--- src/rtl/mcm_pkg.sv ---
`timescale 1ns / 1ps
// Shared types and constants for the matrix chain multiplier.
// Used by the front end, the item queue and the back end.
package mcm_pkg;

    localparam int unsigned ELEM_W    = 64;
    localparam int unsigned SIZE_W    = 4;   // matrix_size register width
    localparam int unsigned LEN_W     = 8;   // chain_length register width
    localparam int unsigned CFG_IDX_W = 2;
    localparam int unsigned CFG_DAT_W = 8;
    localparam int unsigned POS_W     = 6;   // element index for the largest supported size

    localparam logic [CFG_IDX_W-1:0] REG_MATRIX_SIZE  = 2'd0;
    localparam logic [CFG_IDX_W-1:0] REG_CHAIN_LENGTH = 2'd1;

    // One classified element travelling from the front end to the back end.
    typedef struct packed {
        logic [ELEM_W-1:0] element;
        logic [POS_W-1:0]  pos;
        logic              first;  // belongs to the first matrix of the chain
        logic              eom;    // last element of its matrix
        logic              eoc;    // last element of the chain
    } t_item;

endpackage

--- src/rtl/mcm_queue.sv ---
`timescale 1ns / 1ps
// Four-entry queue of classified items between the front and back ends.
// Depends on mcm_pkg for the item type.
module mcm_queue
    import mcm_pkg::*;
(
    input  logic  i_clk,
    input  logic  i_rst_n,
    input  logic  i_push,
    input  t_item i_item,
    output logic  o_full,
    input  logic  i_pop,
    output logic  o_empty,
    output t_item o_item
);

    localparam int unsigned DEPTH = 4;
    localparam int unsigned PTR_W = 2;

    t_item            r_mem [DEPTH];
    logic [PTR_W-1:0] r_wr;
    logic [PTR_W-1:0] r_rd;
    logic [PTR_W:0]   r_count;
    logic             do_push;
    logic             do_pop;

    assign o_full  = (r_count == (PTR_W+1)'(DEPTH));
    assign o_empty = (r_count == '0);
    assign o_item  = r_mem[r_rd];
    assign do_push = i_push && !o_full;
    assign do_pop  = i_pop && !o_empty;

    always_ff @(posedge i_clk) begin
        if (do_push) begin
            r_mem[r_wr] <= i_item;
        end
    end

    always_ff @(posedge i_clk) begin
        if (!i_rst_n) begin
            r_wr    <= '0;
            r_rd    <= '0;
            r_count <= '0;
        end else begin
            if (do_push) begin
                r_wr <= r_wr + PTR_W'(1);
            end
            if (do_pop) begin
                r_rd <= r_rd + PTR_W'(1);
            end
            if (do_push && !do_pop) begin
                r_count <= r_count + (PTR_W+1)'(1);
            end else if (do_pop && !do_push) begin
                r_count <= r_count - (PTR_W+1)'(1);
            end
        end
    end

endmodule

--- config.mk ---
export PLATFORM = sky130hd
export DESIGN_NAME = mcm_queue
export DESIGN_NICKNAME = d
export VERILOG_FILES = /design/src/rtl/mcm_pkg.sv /design/src/rtl/mcm_queue.sv
export SDC_FILE = /design/constraint.sdc
export NUM_CORES = 1
export LEC_CHECK = 0
export BUFFER_PORTS_ARGS = -buffer_cell sky130_fd_sc_hd__buf_2
export CORE_MARGIN = 2
export CORE_UTILIZATION = 57
export DETAILED_ROUTE_END_ITERATION = 7
export HOLD_SLACK_MARGIN = 0.08
export PLACE_DENSITY = 0.79
export SYNTH_ARGS = -nofsm -noshare
export SYNTH_HDL_FRONTEND = slang
export SYNTH_SLANG_ARGS = --single-unit
export TNS_END_PERCENT = 10
--- constraint.sdc ---
create_clock -name i_clk -period 4.2 [get_ports i_clk]
set_input_delay 0.63 -clock i_clk [delete_from_list [all_inputs] [get_ports i_clk]]
set_output_delay 0.63 -clock i_clk [all_outputs]
set_load 0.01 [all_outputs]
==> results.ini <==
[worst_setup_path]
path_cells = buf_4 > mux4_2 > buf_2
worstPathArrival_ns = 2.50
worst_setup_path_end_kind = output pin
worstPathRequired_ns = 3.57
path_class = reg -> out
cp_max_fo = 38
crit_path_start_kind = flop
cpPeakStageDelay_ns = 0.86
critPathSlowestCell = dfxtp_4

[power_and_ir_drop]
p_per_area_nw_per_um2 = 615.8
total_power_w = 0.007951
ir_worst_vdd_mv = 0.4478
p_leak_nw = 4.318

[outcome]
status = finished, final reports clean

[clocking]
cts.sink_count = 301
cts_made_buffers = 29
cts_buffer_depth = 3
h-tree-depth = 1
clk_latency_ns = 0.53
cts_tree = yes
hold_buffers = 0
cts-resized-gates = 0
clk_pin_slew_ns = 0.06
clockRootBuffer = clkbuf_16
postCtsSetupBuffers = 0

[global_routing]
grt_pass1_vias = 5251
antenna_found_initial = 4
grt_pass1_wl_mm = 29.19
grt_start_max_net_pins = 74
grt_usage = 0.1900
grt_overflow = 0

[routing]
first_pass_iters = 4
avgRoutedWirePerCell_um = 22.14
via_per_inst = 5.491
wl_mm = 19.62
vias = 4865
ant_nets = 0
drc_errors = 0
drt-initial-drc-count = 370

[cells_and_area]
stdcell_area_um2 = 12910
drive_above_1_share = 0.4466
nets = 680
fill_cells = 1242
final_core_util = 0.6700
areaGrowthSynthToFinish_pct = 16.45

[die]
rows = 51
coreArea_um2 = 19270
die_x_um = 143.5
initial_core_util = 0.5753
io_pins = 152
die_y_um = 143.5
die-area_um2 = 20580

[sta]
setup_viol = 0
max_slew.worst_pin.slew_ns = 1.124
rsz0062_at_grt = no
clock.fmax_ghz = 0.3190
max_slew_margin = 0.2505
clock_skew_ns = 0.008028
period_minus_slack_ns = 3.134
fin_setup_tns_ns = 0
finalHoldViolCount = 0
report.final.slew_viol_count = 0
min_period_over_period = 0.7463

[job]
max_cap_violations = 0

[synth]
syn_inst = 429
synth_fp_nets = 512
yosysSeqAreaShare = 0.8071
syn-mean-instance-area_um2 = 25.84
ys_ff_latch = 301
yosysWarnings = 0
syn_area_um2 = 11090
synth.distinct_cells = 24

[placement]
dpl-instance-area_um2 = 12020
port_buffers = 151
dp_hpwl_mm = 11.42
place_congestion = 0.7089

[hold_path]
min_path_type = in -> reg

## cells in the final DEF, fill, tap and decap left out, types with 4 or more instances in the layout
cell,n
dfxtp_1,7
ha_1,5
clkinv_2,5
nand2_1,4
buf_4,4
buf_2,151
and2_4,4
clkinv_1,5
clkbuf_16,29
and2_1,4
mux4_2,73
clkbuf_1,7
edfxtp_1,292
## worst paths after layout
kind / from / end / slack, ns / cells after the start
worst max-delay path: flop / o_item[25] / 1.07 / 3
worst min-delay path: i_item[18] / r_mem[3][18]$_DFFE_PP_ / 0.31 / 1
worst min register to register: r_wr[0]$_SDFFE_PN0P_ / r_wr[0]$_SDFFE_PN0P_ / 0.52 / 2
worst max register to register: r_count[0]$_SDFFE_PN0P_ / r_count[2]$_SDFFE_PN0P_ / 1.68 / 8
## critical path: cells and delay by family, from the launching register on
kind | cells | cell delay, ns
flip-flops | 1 | 0.86
multiplexers | 1 | 0.56
buffers and inverters | 2 | 0.54
## per-stage QoR
step	cells	hold WS, ns	worst slack, ns
finish	886	0.3134	1.066
global route	883	0.3010	0.8805
CTS	883	0.2999	0.9566
detailed placement	831	0.4974	1.524
global placement	831	0.4765	1.585
floorplan	429	0.4677	1.134
## state kept, by name, summed over array words and instances, names as in the netlist, named ones only
name,flops
r_count,3
r_mem,292
r_rd,2
r_wr,2
## power by group
part           switching [W]  internal [W]  total [W]
registers           0.000237       0.00366    0.00389
clock network        0.00101       0.00138    0.00239
logic               0.000806      0.000860    0.00167
## routing by layer
| metal | up-vias | global-route usage | part of all wire |
|---|---|---|---|
| li1 | 2173 | - | - |
| met2 | 169 | 0.3138 | 0.50 |
| met1 | 2499 | 0.2552 | 0.40 |
| met3 | 20 | 0.05765 | 0.084 |
| met5 | - | 0 | 0.0011 |
| met4 | 4 | 0.04076 | 0.0099 |
## Yosys cell counts (all sizes together)
cell type | number | area (um2)
edfxtp | 292 | 8768
mux4 | 73 | 1644
buf | 16 | 191.4
dfxtp | 9 | 180.2
and2 | 8 | 50.05
ha | 5 | 62.56
nand2 | 4 | 15.01
inv | 3 | 11.26
mux2i | 3 | 30.03
xnor2 | 3 | 26.28
clkbuf | 2 | 8.750
nor2b | 2 | 12.51
a21boi | 1 | 7.510
fa | 1 | 20.02
nor3 | 1 | 5.000
nor3b | 1 | 12.51
o21ai | 1 | 5.000
o311ai | 1 | 8.760
o31ai | 1 | 12.51
or3 | 1 | 6.260
xor2 | 1 | 8.760
## layout make-up
| type | instances | area, um2 | area share |
|---|---|---|---|
| Antenna cell | 3 | 7.507 | 0.0005815 |
| Clock buffer | 39 | 793.3 | 0.06144 |
| Clock inverter | 13 | 88.84 | 0.006881 |
| Inverter | 3 | 11.26 | 0.0008722 |
| Multi-Input combinational cell | 107 | 1937 | 0.1500 |
| Sequential cell | 301 | 8956 | 0.6937 |
| Tap cell | 265 | 331.6 | 0.02568 |
| Timing Repair Buffer | 155 | 785.8 | 0.06086 |
## kinds of logic after synthesis
family	share of synthesized area
xor gates and xnor gates	0.003160
buffers and inverters	0.01907
and+or+nand+nor	0.009141
AOI/OAI and AO/OA	0.003047
DFF	0.8071
adders and majority gates	0.007448
muxes	0.1510
No activity file was read; power rests on OpenSTA's default activity.
