**src/rtl/mcm_pkg.sv**
```systemverilog
`timescale 1ns / 1ps
// Shared types and constants for the matrix chain multiplier.
// Used by the front end, the item queue and the back end.
package mcm_pkg;

    localparam int unsigned ELEM_W    = 64;
    localparam int unsigned SIZE_W    = 4;   // matrix_size register width
    localparam int unsigned LEN_W     = 8;   // chain_length register width
    localparam int unsigned CFG_IDX_W = 2;
    localparam int unsigned CFG_DAT_W = 8;
    localparam int unsigned POS_W     = 6;   // element index for the largest supported size

    localparam logic [CFG_IDX_W-1:0] REG_MATRIX_SIZE  = 2'd0;
    localparam logic [CFG_IDX_W-1:0] REG_CHAIN_LENGTH = 2'd1;

    // One classified element travelling from the front end to the back end.
    typedef struct packed {
        logic [ELEM_W-1:0] element;
        logic [POS_W-1:0]  pos;
        logic              first;  // belongs to the first matrix of the chain
        logic              eom;    // last element of its matrix
        logic              eoc;    // last element of the chain
    } t_item;

endpackage

```
**src/rtl/mcm_front.sv**
```systemverilog
`timescale 1ns / 1ps
// Front end: configuration registers, element and matrix position tracking.
// Depends on mcm_pkg; feeds classified items into mcm_queue.
module mcm_front
    import mcm_pkg::*;
#(
    parameter int unsigned MAX_SIZE = 8,
    parameter int unsigned SZ_W     = 4,
    parameter int unsigned ADDR_W   = 6,
    parameter int unsigned CELL_W   = 7
) (
    input  logic                 i_clk,
    input  logic                 i_rst_n,
    input  logic                 i_cfg_we,
    input  logic [CFG_IDX_W-1:0] i_cfg_index,
    input  logic [CFG_DAT_W-1:0] i_cfg_data,
    input  logic                 push,
    input  logic [ELEM_W-1:0]    i_element,
    input  logic                 i_q_full,
    output logic                 o_q_push,
    output t_item                o_q_item,
    output logic [SZ_W-1:0]      o_size,
    output logic [CELL_W-1:0]    o_cells
);

    logic [SIZE_W-1:0] r_size;
    logic [LEN_W-1:0]  r_len;
    logic [ADDR_W-1:0] r_epos;
    logic [LEN_W-1:0]  r_mpos;
    logic [SIZE_W-1:0] size_eff;
    logic [LEN_W:0]    len_eff;
    logic              eom;
    logic              eoc;

    always_comb begin
        if (r_size == '0) begin
            size_eff = SIZE_W'(1);
        end else if (r_size > SIZE_W'(MAX_SIZE)) begin
            size_eff = SIZE_W'(MAX_SIZE);
        end else begin
            size_eff = r_size;
        end
        o_size   = SZ_W'(size_eff);
        o_cells  = CELL_W'(o_size) * CELL_W'(o_size);
        len_eff  = (r_len == '0) ? (LEN_W+1)'(1) : {1'b0, r_len};
        eom      = (({1'b0, r_epos} + CELL_W'(1)) == o_cells);
        eoc      = eom && (({1'b0, r_mpos} + (LEN_W+1)'(1)) == len_eff);
        o_q_push = push && !i_q_full;
        o_q_item.element = i_element;
        o_q_item.pos     = POS_W'(r_epos);
        o_q_item.first   = (r_mpos == '0);
        o_q_item.eom     = eom;
        o_q_item.eoc     = eoc;
    end

    always_ff @(posedge i_clk) begin
        if (!i_rst_n) begin
            r_size <= SIZE_W'(8);
            r_len  <= LEN_W'(2);
            r_epos <= '0;
            r_mpos <= '0;
        end else if (i_cfg_we &&
                     (i_cfg_index == REG_MATRIX_SIZE || i_cfg_index == REG_CHAIN_LENGTH)) begin
            if (i_cfg_index == REG_MATRIX_SIZE) begin
                r_size <= i_cfg_data[SIZE_W-1:0];
            end else begin
                r_len <= i_cfg_data[LEN_W-1:0];
            end
            r_epos <= '0;
            r_mpos <= '0;
        end else if (o_q_push) begin
            if (eom) begin
                r_epos <= '0;
                r_mpos <= eoc ? '0 : r_mpos + LEN_W'(1);
            end else begin
                r_epos <= r_epos + ADDR_W'(1);
            end
        end
    end

endmodule

```
**config.mk**
```make
export PLATFORM = sky130hd
export DESIGN_NAME = mcm_front
export DESIGN_NICKNAME = d
export VERILOG_FILES = /design/src/rtl/mcm_pkg.sv /design/src/rtl/mcm_front.sv
export SDC_FILE = /design/constraint.sdc
export NUM_CORES = 1
export LEC_CHECK = 0
export BUFFER_PORTS_ARGS = -buffer_cell sky130_fd_sc_hd__buf_2
export CORE_ASPECT_RATIO = 0.75
export CORE_UTILIZATION = 32
export CTS_CLUSTER_DIAMETER = 100
export DETAILED_ROUTE_END_ITERATION = 8
export MAX_ROUTING_LAYER = met4
export PLACE_DENSITY_LB_ADDON = 0.08
export SYNTH_ARGS = -nofsm -noshare
export SYNTH_HDL_FRONTEND = slang
export SYNTH_SLANG_ARGS = --single-unit
```
**constraint.sdc**
```tcl
create_clock -name i_clk -period 6.6 [get_ports i_clk]
set_input_delay 0.66 -clock i_clk [delete_from_list [all_inputs] [get_ports i_clk]]
set_output_delay 0.66 -clock i_clk [all_outputs]
set_load 0.05 [all_outputs]
```
==> run_results.csv <==
group,metric,value,unit
run_status,status,"finished, final reports clean",
timing,period_share,63.4,%
power_and_ir_drop,cellLeakagePower,0.889,nW
worst_setup_path,critPathArrivalTime,3.52,ns
cts,clkSinkCount,26,
synth,ys_async_sr_fraction,0,%
worst_setup_path,critPathMaxFanout,11,
worst_setup_path,worst_setup_path_start_kind,"flip-flop",
timing,rsz0062_at_grt,"no",
timing,max_freq,239,MHz
timing,fin_tns_setup,0,ns
timing,slew_violations,0,
finish,fin_cells,320,
finish,area_delta_synth_final,-11.3,%
worst_setup_path,r2r_start,"r_size[3]",
global_routing,grt_start_max_net_pins,15,
global_routing,gr-total-overflow,0,
finish,utilization,29.5,%
drt,drc,0,
worst_setup_path,end_kind,"primary output",
timing,finClkSkew,0.00440,ns
worst_setup_path,crit_required,5.94,ns
drt,wl_per_cell,16.6,um
power_and_ir_drop,ir_worst_vdd,65.1,uV
drt,dr_total_vias,1562,
cts,clk_latency,0.27,ns
synth,synth-edff-count,0,
drt,totalWireLength,5330,um
worst_setup_path,crit_start,"r_size[3]",
power_and_ir_drop,power.density,152,nW/um^2
timing,tightest_slew,0.863,ns
global_routing,grt_pass1_vias,1490,
worst_hold_path,hold_path_class,"flip-flop to flip-flop",
global_routing,grt_usage,14.7,%
die,core_area,6830,um^2
finish,antenna_cells,0,
run,drv_cap,0,
timing,hold_viol_final,0,
finish,nNetsFinal,323,
placement,io_buffers,34,
placement,dp.cells,317,
synth,ys_ff_latch,26,
global_routing,antenna_found_initial,0,
drt,ant_nets,0,
placement,dp_slack,2.67,ns
cts,cts-htree-levels,1,
timing,period_minus_slack,4.18,ns
worst_setup_path,reg2reg_depth,10,
synth,syn_area_per_cell,8.18,um^2
cts,ctsHoldBuffers,0,
die,die_x,99.4,um
placement,hpwl,4190,um
cts,cts_max_path_buffers,2,
finish,drive_gt1_share,18.2,%
cts,cts_tree,"yes",
cts,clkTransAtPathRegs,0.09,ns
die,die_area,7450,um^2
drt,drt_iter0_markers,69,
die,die_h,75.0,um
global_routing,grt_pass1_wl,8270,um
synth,synth_cells,278,
cts,numCtsBuffers,3,
placement,place_congestion,0.736,
timing,slew_headroom,42.3,%
synth,synth_ff_type,"dfxtp_1",
cts,post_cts_buffers,0,
cts,cts_resized,0,
die,fp-row-count,26,
worst_setup_path,path_class,"flip-flop to primary output",
die,ioPinCount,164,
die,initial_core_util,33.3,%
timing,setup_viol,0,
synth,syn_area,2270,um^2
worst_hold_path,holdPathStages,2,
cts,cts_root_buf,"clkbuf_8",
worst_hold_path,min-delay-start,"r_size[2]",
drt,dr.pass1.iters,4,
synth,ys.warnings.count,0,
synth,synth_seq_area_share,22.9,%
timing,fin_ws,2.42,ns
power_and_ir_drop,power,0.000306,W
synth,synth_cell_types,49,
drt,vias_per_cell,4.88,
[critical path, stage by stage, from the launching register on]
cell and delay [ns]:
dfxtp_1 0.56, nor2b_1 0.12, and2_1 0.18, ha_1 0.33
a21o_1 0.17, a21oi_1 0.26, xnor3_1 0.38, nor4b_2 0.76
and2_1 0.23, buf_2 0.26
[cell type report]
class	instances	area (um^2)
inverters	9	33.8
clock buffers	3	41.3
fillers	762	4810
multi-input cells	164	1150
flip-flops and latches	26	520
well taps	84	105
repair buffers	34	170
[through the flow]
| stage | hold WS (ns) | instance area, um^2 |
|---|---|---|
| 3_5_place_dp | 0.520 | 1980 |
| 4_1_cts | 0.539 | 2020 |
| 5_1_grt | 0.561 | 2020 |
| 2_1_floorplan | 0.475 | 2280 |
| 6_report | 0.528 | 2020 |
| 3_3_place_gp | 0.511 | 1980 |
[report_power, final]
| group | total, W | internal [W] | switching (W) |
|---|---|---|---|
| logic | 0.0000486 | 0.0000180 | 0.0000305 |
| registers | 0.000164 | 0.000160 | 0.00000458 |
| clock network | 0.0000932 | 0.0000410 | 0.0000521 |
| total | 0.000306 | 0.000219 | 0.0000872 |
[Yosys cell counts (4+ instances only)]
cell type  count  area share, %
nor3_1         5            1.1
nand2b_1       4            1.1
a22o_1         7            2.7
inv_1          9            1.5
nor2b_1       10            2.8
a21oi_1        8            1.8
nand2_1       14            2.3
ha_1           6            3.3
buf_2          4           0.88
xnor2_1       14            5.4
nor2_1        13            2.1
o2bb2ai_1      6            2.3
clkbuf_1       5           0.83
a31oi_1        4            1.1
mux2i_1        8            3.5
and2_1         6            1.7
nand3_1        8            1.8
dfxtp_1       26             23
buf_4         68             22
o21ai_0       11            2.4
xor2_1         5            1.9
[registers in the layout, indices dropped and copies added (netlist names)]
signal  count
r_size      4
r_len       8
r_mpos      8
r_epos      6
[cells in the final DEF, fill, tap and decap left out, types with 3 or more instances in the layout]
cell,n
and3_1,3
nor2_1,13
nand3_1,8
xnor2_1,14
conb_1,3
dfxtp_1,26
mux2i_1,8
a22o_1,7
inv_1,9
nor4_1,3
o21ai_0,11
xor2_1,5
clkbuf_8,3
and2_1,6
nand2_1,14
nor2b_1,10
ha_1,6
a31oi_1,4
nor3_1,5
nand2b_1,4
a21oi_1,8
o2bb2ai_1,6
buf_2,34
a21boi_0,3
[metal layers]
layer	up-vias	track usage [%]	share of wire (%)	wire length, um
li1	796	-	-	-
met1	687	21.3	52	2790
met2	65	19.8	39	2060
met3	14	3.25	6.6	353
met4	0	5.23	2.2	119
met5	-	-	0	0
[cells by family (layout without fill, tap and decap cells)]
kind of cell | count (synthesis) | after routing | synth area share, %
compound gates | 47 | 47 | 14.4
xor+xnor | 21 | 21 | 9.30
fa+ha+maj | 6 | 6 | 3.30
buf+inv | 90 | 46 | 27.0
flops | 26 | 26 | 22.9
mux | 9 | 9 | 4.02
other cells | 1 | 3 | 0.165
simple gates | 78 | 78 | 18.9
[worst paths after layout]
check | to | slack [ns]
worst max-delay path | o_q_item[0] | 2.42
worst min-delay path | r_size[2] | 0.53
worst max register to register | r_mpos[6] | 2.62
worst min register to register | r_size[2] | 0.53
Power figures use the tool's default switching activity.
